<file path="src/hw/rtl/iaid_pkg.sv">
// Package for the indexed array block: item types, operation codes,
// status codes, sequencer states and the command broadcast to the cells.
// No dependencies.
`timescale 1ns / 1ps

package iaid_pkg;

  typedef enum logic [1:0] {
    F_INSERT = 2'd0,
    F_DELETE = 2'd1,
    F_READ   = 2'd2,
    F_NONE   = 2'd3
  } func_t;

  typedef enum logic [1:0] {
    M_INDEX  = 2'd0,
    M_BEGIN  = 2'd1,
    M_MIDDLE = 2'd2,
    M_END    = 2'd3
  } pos_mode_t;

  typedef enum logic [1:0] {
    ST_OK    = 2'd0,
    ST_RANGE = 2'd1,
    ST_FULL  = 2'd2,
    ST_EMPTY = 2'd3
  } status_t;

  typedef enum logic [0:0] {
    S_IDLE = 1'b0,
    S_WALK = 1'b1
  } seq_state_t;

  typedef struct packed {
    logic [1:0]         func;
    logic [1:0]         position_mode;
    logic [5:0]         index;
    logic signed [31:0] value;
  } in_item_t;

  typedef struct packed {
    logic [1:0]         status;
    logic signed [31:0] read_value;
    logic [6:0]         length;
  } out_item_t;

  // Command broadcast to every cell of the chain in the same cycle.
  typedef struct packed {
    logic ins;   // open a slot at the position and write the new word
    logic del;   // close the slot at the position
    logic cap;   // load the word at the position into the tap chain
    logic walk;  // move the tap chain one cell toward cell zero
  } cell_cmd_t;

endpackage

</file>
<file path="src/hw/rtl/iaid_cell.sv">
// One cell of the entry chain: holds one entry and one tap word.
// Depends on iaid_pkg for the cell command struct.
`timescale 1ns / 1ps

module iaid_cell #(
  parameter int IDX = 0,
  parameter int PW  = 6
) (
  input  logic                 clk,
  input  iaid_pkg::cell_cmd_t  cmd,
  input  logic [PW-1:0]        pos,
  input  logic signed [31:0]   ins_value,
  input  logic signed [31:0]   left_data,
  input  logic signed [31:0]   right_data,
  input  logic signed [31:0]   right_tap,
  output logic signed [31:0]   data_q,
  output logic signed [31:0]   tap_q
);
  import iaid_pkg::*;

  localparam logic [PW-1:0] MY_POS = PW'(IDX);

  logic signed [31:0] data_r, data_nxt;
  logic signed [31:0] tap_r, tap_nxt;

  always_comb begin
    data_nxt = data_r;
    if (cmd.ins) begin
      if (MY_POS == pos) begin
        data_nxt = ins_value;
      end else if (MY_POS > pos) begin
        data_nxt = left_data;
      end
    end else if (cmd.del && (MY_POS >= pos)) begin
      data_nxt = right_data;
    end
  end

  // The tap chain carries a selected word down to cell zero, one cell a cycle.
  always_comb begin
    tap_nxt = tap_r;
    if (cmd.cap && (MY_POS == pos)) begin
      tap_nxt = data_r;
    end else if (cmd.walk) begin
      tap_nxt = right_tap;
    end
  end

  always_ff @(posedge clk) begin
    data_r <= data_nxt;
    tap_r  <= tap_nxt;
  end

  assign data_q = data_r;
  assign tap_q  = tap_r;

endmodule

</file>
<file path="config.mk">
export PLATFORM = sky130hd
export DESIGN_NAME = iaid_cell
export DESIGN_NICKNAME = d
export VERILOG_FILES = /design/src/hw/rtl/iaid_pkg.sv /design/src/hw/rtl/iaid_cell.sv
export SDC_FILE = /design/constraint.sdc
export NUM_CORES = 1
export LEC_CHECK = 0
export ABC_CLOCK_PERIOD_IN_PS = 7000
export BUFFER_PORTS_ARGS = -buffer_cell sky130_fd_sc_hd__buf_2
export CORE_AREA = 3 3 87 89
export CTS_BUF_LIST = sky130_fd_sc_hd__clkbuf_4
export DETAILED_ROUTE_END_ITERATION = 16
export DIE_AREA = 0 0 90 92
export PLACE_DENSITY = 0.85
export SLEW_MARGIN = 20
export SYNTH_ARGS = -nofsm -noshare
export SYNTH_HDL_FRONTEND = slang
export SYNTH_SLANG_ARGS = --single-unit
</file>
<file path="constraint.sdc">
create_clock -name clk -period 7 [get_ports clk]
set_clock_uncertainty 0.15 [all_clocks]
set_input_delay 0.35 -clock clk [delete_from_list [all_inputs] [get_ports clk]]
set_output_delay 0.35 -clock clk [all_outputs]
set_load 0.05 [all_outputs]
</file>
* Word-level counts from Yosys, hierarchy flattened
Cells that the tools add are included.
Word-level totals: register bits after elaboration 64, memories 0, memory bits (writable) 0, output and inout port bits 64, word-level logic and storage cells 17, latch bits 0, input bits 139, memory bits (read-only) 0
Operators by class: reductions and logical operators 6, magnitude comparators 2, muxes and demuxes 6, bitwise gates (word level) 0, div/mod/pow operators 0, add/sub/neg operators 0, multiply operators 0, shift operators 0, eq/ne operators 1
Operator list (number):
- 32-bit two-way mux | 6
- 1-bit by 6-bit greater-or-equal comparator with 1-bit output (first input constant) | 1
- 1-bit by 6-bit > comparator with 1-bit output (first input constant) | 1
- 6-bit zero test | 1
- 2-bit nonzero test | 2
- 3-bit by 1-bit != test with 1-bit output (second input constant) | 1
- 1-bit logical AND | 2
- 2-bit AND reduction | 1

* Logic depth before layout (Yosys ltp)
Gate-level depths: netlist of run 1.
word-level depth 4, mapped depth 4, mapped depth without buffers 3

* Worst setup path after synthesis of run 1
No wires, ideal clock.
path type in2reg, start point in pos[3], end point reg data_r[0], in the netlist data_q[0] (enable), path slack 2.985 ns, data required time 6.389 ns, arrival time 3.404 ns, stages on the path 3, path through or4_1 > clkbuf_1 > nor3_1
Between the ends: word-level cells in the longest chain between the ends 4, elaborated cells between the ends (all ways) 7
RTL lines:
- start: declaration | line iaid_cell.sv:11 | input logic [PW-1:0] pos,
- 1-bit by 6-bit greater-or-equal comparator with 1-bit output | line iaid_cell.sv:34 | end else if (cmd.del && (MY_POS >= pos)) begin
- 1-bit logical AND | line iaid_cell.sv:34
- 2-bit nonzero test (no line)
- 2-bit AND reduction (no line) *
- end signal: assignment | line iaid_cell.sv:50 | data_r <= data_nxt;
- end: declaration | line iaid_cell.sv:23 | logic signed [31:0] data_r, data_nxt;
Every way passes the cells marked *; elsewhere a longest branch is shown, timed or not. A chain may end at the register's enable or synchronous reset.

* Worst setup path after layout of run 1
start point in pos[3], end point reg tap_r[1], in the netlist tap_q[1] (enable)
Between the ends: word-level cells in the longest chain between the ends 3
RTL lines:
- 6-bit zero test | line iaid_cell.sv:42 | if (cmd.cap && (MY_POS == pos)) begin
- 1-bit logical AND | line iaid_cell.sv:42
- 2-bit nonzero test (no line)
- end signal: assignment | line iaid_cell.sv:51 | tap_r <= tap_nxt;
- end: declaration | line iaid_cell.sv:24 | logic signed [31:0] tap_r, tap_nxt;
Every way passes these cells.

==> results of run 1 <==
==> metrics by stage <==
stage                     hold WS [ps]  cells
after floorplan                  403.9    254
after global placement           387.9    537
after detailed placement         394.1    537
after CTS                        70.54    553
after global routing             70.55    554
final                            112.4    554
==> state kept, by name, summed over array words and instances (netlist names) <==
| register | cells |
|---|---|
| data_q | 32 |
| tap_q | 32 |
==> cell families after synthesis <==
| group | Yosys count | synth area share [%] |
|---|---|---|
| AND/OR/NAND/NOR | 72 | 10.80 |
| buffers and inverters | 22 | 3.299 |
| flip-flops | 64 | 60.33 |
| AO/OA/AOI/OAI | 64 | 11.31 |
| multiplexers | 32 | 14.26 |
==> path summary, 6_finish.rpt <==
| path | start | endpoint | slack (ps) | cells past startpoint |
|---|---|---|---|---|
| max | pos[3] | tap_q[1] | 4790 | 7 |
| max reg2reg | data_q[30] | tap_q[30] | 5890 | 1 |
| min reg2reg | data_q[29] | tap_q[29] | 410 | 1 |
| min | right_tap[21] | tap_q[21] | 110 | 2 |
==> per-layer routing <==
metal  routed length (um)  GRT usage [%]
met1                 3399          24.31
met3                  855          5.168
met5                    0              0
met4                  125          8.929
met2                 4892          40.20
==> report_power, final <==
part	total [uW]	switching (uW)	internal, uW
Clock	191	119	71.9
Combinational	174	112	61.5
Sequential	448	5.07	443
Total	813	237	576
==> layout make-up <==
type	count	share of cell area (%)
clock buffer	10	1.716
multi-input combinational	168	26.65
clock inverter	6	0.6005
sequential	64	43.92
tap	96	2.745
timing repair buffer	209	24.31
antenna	1	0.05719
==> layout by cell type (no fill, tap or decap) <==
cell type / instances
sky130_fd_sc_hd__a31oi_1: 32
sky130_fd_sc_hd__buf_2: 202
sky130_fd_sc_hd__buf_4: 7
sky130_fd_sc_hd__clkbuf_4: 10
sky130_fd_sc_hd__clkinv_1: 3
sky130_fd_sc_hd__clkinv_2: 3
sky130_fd_sc_hd__diode_2: 1
sky130_fd_sc_hd__edfxtp_1: 64
sky130_fd_sc_hd__mux2_1: 4
sky130_fd_sc_hd__mux2_2: 3
sky130_fd_sc_hd__mux2_4: 25
sky130_fd_sc_hd__nand2b_1: 1
sky130_fd_sc_hd__nand3_1: 32
sky130_fd_sc_hd__nand3_2: 1
sky130_fd_sc_hd__nor2_1: 33
sky130_fd_sc_hd__nor2_2: 1
sky130_fd_sc_hd__nor3_2: 1
sky130_fd_sc_hd__nor4_4: 1
sky130_fd_sc_hd__o21ai_0: 32
sky130_fd_sc_hd__or2_2: 1
sky130_fd_sc_hd__or4_1: 1
==> impl_metrics.prom, run 1 <==
# TYPE chip_impl_metric gauge
chip_impl_info{name="cpMaxStageDelayCell",value="sky130_fd_sc_hd__buf_4"} 1
chip_impl_metric{name="hold_buffers",unit=""} 0
chip_impl_metric{name="critPathBufInv",unit=""} 4
chip_impl_metric{name="placement.cell_area",unit="mm2"} 0.004272
chip_impl_info{name="synth-main-ff-cell",value="sky130_fd_sc_hd__edfxtp_1"} 1
chip_impl_metric{name="post_synthesis_register_bit_count",unit=""} 64
chip_impl_metric{name="pwr_density_cell",unit="mW/mm2"} 185.7
chip_impl_metric{name="cts-buffers-inserted",unit=""} 9
chip_impl_metric{name="initial_utilization",unit="%"} 46.63
chip_impl_metric{name="cts_setup_buffers",unit=""} 0
chip_impl_metric{name="remaining_drc_errors",unit=""} 0
chip_impl_metric{name="first_global_vias",unit=""} 2857
chip_impl_info{name="kind_of_start_point_of_the_critical_path",value="primary input"} 1
chip_impl_metric{name="antenna_violating_nets_post_route",unit=""} 0
chip_impl_metric{name="timing.critical_path.arrival",unit="ps"} 2090
chip_impl_metric{name="share_of_flip_flops_with_an_asynchronous_set_or_reset_after_synthesis",unit="%"} 0
chip_impl_metric{name="drt-vias-per-instance",unit=""} 5.148
chip_impl_metric{name="grt_pass1_wl",unit="um"} 14100
chip_impl_metric{name="timing.max_cap.violations",unit=""} 0
chip_impl_metric{name="grt_remaining_overflow",unit=""} 0
chip_impl_info{name="synthMostInstantiatedCell",value="sky130_fd_sc_hd__edfxtp_1"} 1
chip_impl_metric{name="flow.area_growth_from_synthesis",unit="%"} 37.35
chip_impl_info{name="grt_setup_unrepaired",value="no"} 1
chip_impl_metric{name="yosys.area.top_type_share",unit="%"} 60.33
chip_impl_metric{name="max-clock-path-buffers",unit=""} 2
chip_impl_metric{name="max-slew-margin-rel",unit="%"} 59.43
chip_impl_metric{name="max_slew_vio_count",unit=""} 0
chip_impl_metric{name="syn_nets",unit=""} 393
chip_impl_metric{name="layout_worst_path_cycle_share",unit="%"} 31.61
chip_impl_metric{name="route.vias.total",unit=""} 2852
chip_impl_metric{name="h-tree-depth",unit=""} 3
chip_impl_metric{name="die_width",unit="um"} 90
chip_impl_metric{name="final_nets",unit=""} 591
chip_impl_metric{name="yosysUniqueCellTypes",unit=""} 16
chip_impl_metric{name="core_area",unit="mm2"} 0.006832
chip_impl_metric{name="synth_seq_area_share",unit="%"} 60.33
chip_impl_metric{name="hold_violations",unit=""} 0
chip_impl_info{name="holdCritPathClass",value="in2reg"} 1
chip_impl_metric{name="max_clock_freq",unit="GHz"} 0.4520
chip_impl_metric{name="multi_input_comb_area",unit="mm2"} 0.001166
chip_impl_metric{name="mappedNetlistArea",unit="mm2"} 0.003186
chip_impl_metric{name="ratio_of_cells_with_drive_above_1_in_the_final_layout",unit="%"} 55.80
chip_impl_info{name="status",value="finished clean"} 1
chip_impl_metric{name="place_hpwl",unit="um"} 7005
chip_impl_info{name="cts_tree",value="built"} 1
chip_impl_metric{name="io_pins",unit=""} 203
chip_impl_metric{name="dpl_worst_slack",unit="ps"} 4397
chip_impl_metric{name="synth_enable_flop_cells",unit=""} 64
chip_impl_metric{name="cts_resized",unit=""} 0
chip_impl_metric{name="totalWireLength",unit="um"} 9272
chip_impl_info{name="ys_top_cells_by_area",value="sky130_fd_sc_hd__edfxtp_1 (60%), sky130_fd_sc_hd__mux2_4 (12%), sky130_fd_sc_hd__a31oi_1 (6.3%)"} 1
chip_impl_metric{name="timing.critical_path.required",unit="ps"} 6880
chip_impl_info{name="critical_path.most_common_cell",value="sky130_fd_sc_hd__buf_4"} 1
chip_impl_metric{name="clock-sinks",unit=""} 64
chip_impl_metric{name="post_drt_wl_per_cell",unit="um"} 16.74
chip_impl_metric{name="max-vdd-ir-drop",unit="V"} 0.00006002
chip_impl_info{name="cp-end-kind",value="flop"} 1
chip_impl_metric{name="total_power",unit="uW"} 812.6
chip_impl_metric{name="yosys_warnings",unit=""} 0
chip_impl_metric{name="worstMarginPinSlew",unit="ps"} 608.6
chip_impl_metric{name="synth.avg_cell_area",unit="um2"} 12.54
chip_impl_metric{name="register_area",unit="mm2"} 0.001922
chip_impl_info{name="cp_cell_sequence",value="buf_2, nor4_4, buf_4, nand3_2, buf_4, nand2b_1, buf_4"} 1
chip_impl_metric{name="clk-insertion-delay-late",unit="ps"} 370
chip_impl_info{name="crit_family",value="buffers and inverters"} 1
chip_impl_metric{name="die_height",unit="um"} 92
chip_impl_metric{name="synthesis.instances",unit=""} 254
chip_impl_metric{name="drt_pass1_iterations",unit=""} 4
chip_impl_metric{name="final-setup-viol-count",unit=""} 0
chip_impl_metric{name="final_core_utilization",unit="%"} 64.05
chip_impl_metric{name="final_critical_path_setup_slack",unit="ps"} 4787
chip_impl_metric{name="largest_driver_fanout_on_the_critical_path",unit=""} 33
chip_impl_metric{name="buffer_ports.inserted",unit=""} 202
chip_impl_info{name="worst-setup-path-type",value="in2reg"} 1
chip_impl_info{name="cts-root-buf",value="sky130_fd_sc_hd__clkbuf_4"} 1
chip_impl_metric{name="leakage",unit="uW"} 0.001940
chip_impl_metric{name="number_of_antenna_violations_at_the_first_check_in_global_routing",unit=""} 1
chip_impl_metric{name="slowest_delay",unit="ps"} 390
chip_impl_metric{name="final.setup.tns",unit="ps"} 0
chip_impl_metric{name="nFillCells",unit=""} 573
chip_impl_metric{name="period_needed",unit="ps"} 2213
chip_impl_metric{name="die_area",unit="mm2"} 0.008280
chip_impl_metric{name="clk_pin_slew",unit="ps"} 100
chip_impl_info{name="synth.top_cells.by_count",value="sky130_fd_sc_hd__edfxtp_1 (64), sky130_fd_sc_hd__nor2_1 (34), sky130_fd_sc_hd__a31oi_1 (32), sky130_fd_sc_hd__nand3_1 (32), sky130_fd_sc_hd__o21ai_0 (32)"} 1
chip_impl_info{name="yosysTopAreaCell",value="sky130_fd_sc_hd__edfxtp_1"} 1
chip_impl_metric{name="drt_iter0_drc",unit=""} 99
chip_impl_metric{name="groute.usage.overall",unit="%"} 21.89
chip_impl_metric{name="gp_routability_congestion",unit=""} 0.8047
chip_impl_metric{name="fp-row-count",unit=""} 30
chip_impl_metric{name="maximum_number_of_pins_on_one_net_before_global_route_repair",unit=""} 66
chip_impl_metric{name="post-route-cell-area",unit="mm2"} 0.004375
Note: power is estimated with default switching activity, not from simulation.
==> run 2: changes to the inputs <==
--- a/config.mk
+++ b/config.mk
@@ -5,13 +5,13 @@
 export SDC_FILE = /design/constraint.sdc
 export NUM_CORES = 1
 export LEC_CHECK = 0
-export ABC_CLOCK_PERIOD_IN_PS = 7000
+export ABC_CLOCK_PERIOD_IN_PS = 2100
 export BUFFER_PORTS_ARGS = -buffer_cell sky130_fd_sc_hd__buf_2
-export CORE_AREA = 3 3 87 89
+export CORE_AREA = 3 3 90 92
 export CTS_BUF_LIST = sky130_fd_sc_hd__clkbuf_4
 export DETAILED_ROUTE_END_ITERATION = 16
-export DIE_AREA = 0 0 90 92
-export PLACE_DENSITY = 0.85
+export DIE_AREA = 0 0 93 95
+export PLACE_DENSITY = 0.8
 export SLEW_MARGIN = 20
 export SYNTH_ARGS = -nofsm -noshare
 export SYNTH_HDL_FRONTEND = slang
==> constraint.sdc (replaced) <==
create_clock -name clk -period 2.1 [get_ports clk]
set_clock_uncertainty 0.15 [all_clocks]
set_input_delay 0.105 -clock clk [delete_from_list [all_inputs] [get_ports clk]]
set_output_delay 0.105 -clock clk [all_outputs]
set_load 0.05 [all_outputs]
==> impl_metrics.prom, run 2 (synthesis gave the netlist of run 1 again) <==
# TYPE chip_impl_metric gauge
chip_impl_info{name="status",value="finished clean"} 1
chip_impl_metric{name="period_needed",unit="ps"} 2022
chip_impl_metric{name="remaining_drc_errors",unit=""} 0
chip_impl_metric{name="final_cells",unit=""} 652
chip_impl_info{name="most-common-layout-cells",value="sky130_fd_sc_hd__buf_2 (202), sky130_fd_sc_hd__dlygate4sd3_1 (96), sky130_fd_sc_hd__edfxtp_1 (64)"} 1
chip_impl_metric{name="fp-row-count",unit=""} 31
chip_impl_metric{name="place_hpwl",unit="um"} 7570
chip_impl_metric{name="number_of_antenna_violations_at_the_first_check_in_global_routing",unit=""} 0
chip_impl_metric{name="post_drt_wl_per_cell",unit="um"} 18.22
chip_impl_metric{name="post-route-cell-area",unit="mm2"} 0.005416
chip_impl_metric{name="clk-insertion-delay-late",unit="ps"} 390
chip_impl_metric{name="gp_routability_congestion",unit=""} 0.7971
chip_impl_metric{name="cts_resized",unit=""} 0
chip_impl_metric{name="drt_pass1_iterations",unit=""} 7
chip_impl_metric{name="antenna_violating_nets_post_route",unit=""} 0
chip_impl_metric{name="io_pins",unit=""} 203
chip_impl_metric{name="groute.usage.overall",unit="%"} 26.78
chip_impl_metric{name="final_nets",unit=""} 687
chip_impl_metric{name="maximum_number_of_pins_on_one_net_before_global_route_repair",unit=""} 47
chip_impl_metric{name="timing.critical_path.arrival",unit="ps"} 2020
chip_impl_metric{name="largest_driver_fanout_on_the_critical_path",unit=""} 33
chip_impl_metric{name="initial_utilization",unit="%"} 43.69
chip_impl_info{name="kind_of_start_point_of_the_critical_path",value="primary input"} 1
chip_impl_info{name="cts-root-buf",value="sky130_fd_sc_hd__clkbuf_4"} 1
chip_impl_info{name="holdCritPathClass",value="in2reg"} 1
chip_impl_metric{name="max_slew_vio_count",unit=""} 0
chip_impl_metric{name="hold_violations",unit=""} 0
chip_impl_metric{name="max_clock_freq",unit="GHz"} 0.4946
chip_impl_info{name="worst-setup-path-type",value="in2reg"} 1
chip_impl_metric{name="leakage",unit="uW"} 0.002350
chip_impl_metric{name="first_global_vias",unit=""} 3593
chip_impl_metric{name="timing.max_cap.violations",unit=""} 0
chip_impl_metric{name="totalWireLength",unit="um"} 11880
chip_impl_info{name="cts_tree",value="built"} 1
chip_impl_metric{name="cell_total_after_placement",unit=""} 540
chip_impl_metric{name="flow.area_growth_from_synthesis",unit="%"} 70.03
chip_impl_metric{name="grt_remaining_overflow",unit=""} 0
chip_impl_metric{name="cts-buffers-inserted",unit=""} 9
chip_impl_metric{name="antenna-diode-count",unit=""} 0
chip_impl_metric{name="max-vdd-ir-drop",unit="V"} 0.0003112
chip_impl_info{name="most_frequent_standard_cell_in_the_layout_excluding_fill_and_tap_cells",value="sky130_fd_sc_hd__buf_2"} 1
chip_impl_metric{name="die_height",unit="um"} 95
chip_impl_info{name="cp-end-kind",value="flop"} 1
chip_impl_metric{name="die_width",unit="um"} 93
chip_impl_metric{name="core_area",unit="mm2"} 0.007292
chip_impl_metric{name="ratio_of_cells_with_drive_above_1_in_the_final_layout",unit="%"} 46.65
chip_impl_metric{name="max-clock-path-buffers",unit=""} 2
chip_impl_metric{name="timing.critical_path.required",unit="ps"} 2100
chip_impl_metric{name="clock-sinks",unit=""} 64
chip_impl_metric{name="layout_worst_path_cycle_share",unit="%"} 96.27
chip_impl_metric{name="drt_iter0_drc",unit=""} 165
chip_impl_info{name="grt_setup_unrepaired",value="no"} 1
chip_impl_metric{name="die_area",unit="mm2"} 0.008835
chip_impl_metric{name="drt-vias-per-instance",unit=""} 5.175
chip_impl_metric{name="clk_pin_slew",unit="ps"} 110
chip_impl_metric{name="final.setup.tns",unit="ps"} 0
chip_impl_metric{name="h-tree-depth",unit=""} 3
chip_impl_metric{name="total_power",unit="uW"} 3060
chip_impl_metric{name="buffer_ports.inserted",unit=""} 202
chip_impl_metric{name="grt_pass1_wl",unit="um"} 17870
chip_impl_metric{name="max-slew-margin-rel",unit="%"} 58.15
chip_impl_metric{name="route.vias.total",unit=""} 3374
chip_impl_metric{name="pwr_density_cell",unit="mW/mm2"} 565.0
chip_impl_metric{name="final-setup-viol-count",unit=""} 0
chip_impl_metric{name="worstMarginPinSlew",unit="ps"} 627.8
chip_impl_metric{name="placement.cell_area",unit="mm2"} 0.004325
run 2: cell count changes in the layout (fill, tap and decap cells not counted), sizes merged:
cell | previous run | this run
dlygate4sd3 | 0 | 96
clkbuf | 10 | 9
clkinvlp | 0 | 2
clkinv | 6 | 4
bufinv | 0 | 1
diode | 1 | 0
run 2: final timing paths:
path | cells past startpoint | startpoint | to | slack [ps]
hold / removal | 3 | cmd[0] | tap_q[25] | 120
setup / recovery | 5 | pos[3] | data_q[5] | 80
hold reg to reg | 1 | data_q[16] | tap_q[16] | 440
setup reg to reg | 1 | data_q[10] | tap_q[10] | 970
run 2: per-stage QoR:
stage	worst slack (ps)	util (%)	hold slack [ps]
floorplan	-67.84	-	158.9
finish	78.26	74.28	118.8
global route	24.07	74.28	111.5
CTS	225.0	74.28	108.5
global placement	247.5	59.32	245.7
detailed placement	211.1	59.32	251.7
run 2: routing by layer:
layer	track usage [%]	up-vias	part of all wire, %
met5	0	-	0
met4	15.26	0	3.2
met3	6.135	31	7.9
met2	49.25	207	53
met1	28.01	1569	36
li1	-	1567	-
run 2: cell type report:
class,count,area [um2]
clock buffer,9,67.56
clock inverter,7,62.56
timing repair buffer,305,2062
fill,513,1876
sequential,64,1922
multi-input combinational,168,1179
tap,99,123.9
run 2: worst max-delay path: stages:
cell and delay [ps]:
sky130_fd_sc_hd__buf_2 130, sky130_fd_sc_hd__or4_4 730, sky130_fd_sc_hd__o21ai_0 290, sky130_fd_sc_hd__a31oi_1 150
sky130_fd_sc_hd__dlygate4sd3_1 610
run 2: where the power goes:
group	internal [uW]	switching [uW]	leakage, uW
logic	348	421	0.00167
clock network	351	446	0.0000668
registers	1480	19.8	0.000611
total	2170	886	0.00235
run 2: what timing repair did:
| action | in CTS | in global routing |
|---|---|---|
| endpoints found under the hold margin | 64 | 0 |
| setup buffers | 0 | 0 |
| hold buffers | 96 | 0 |
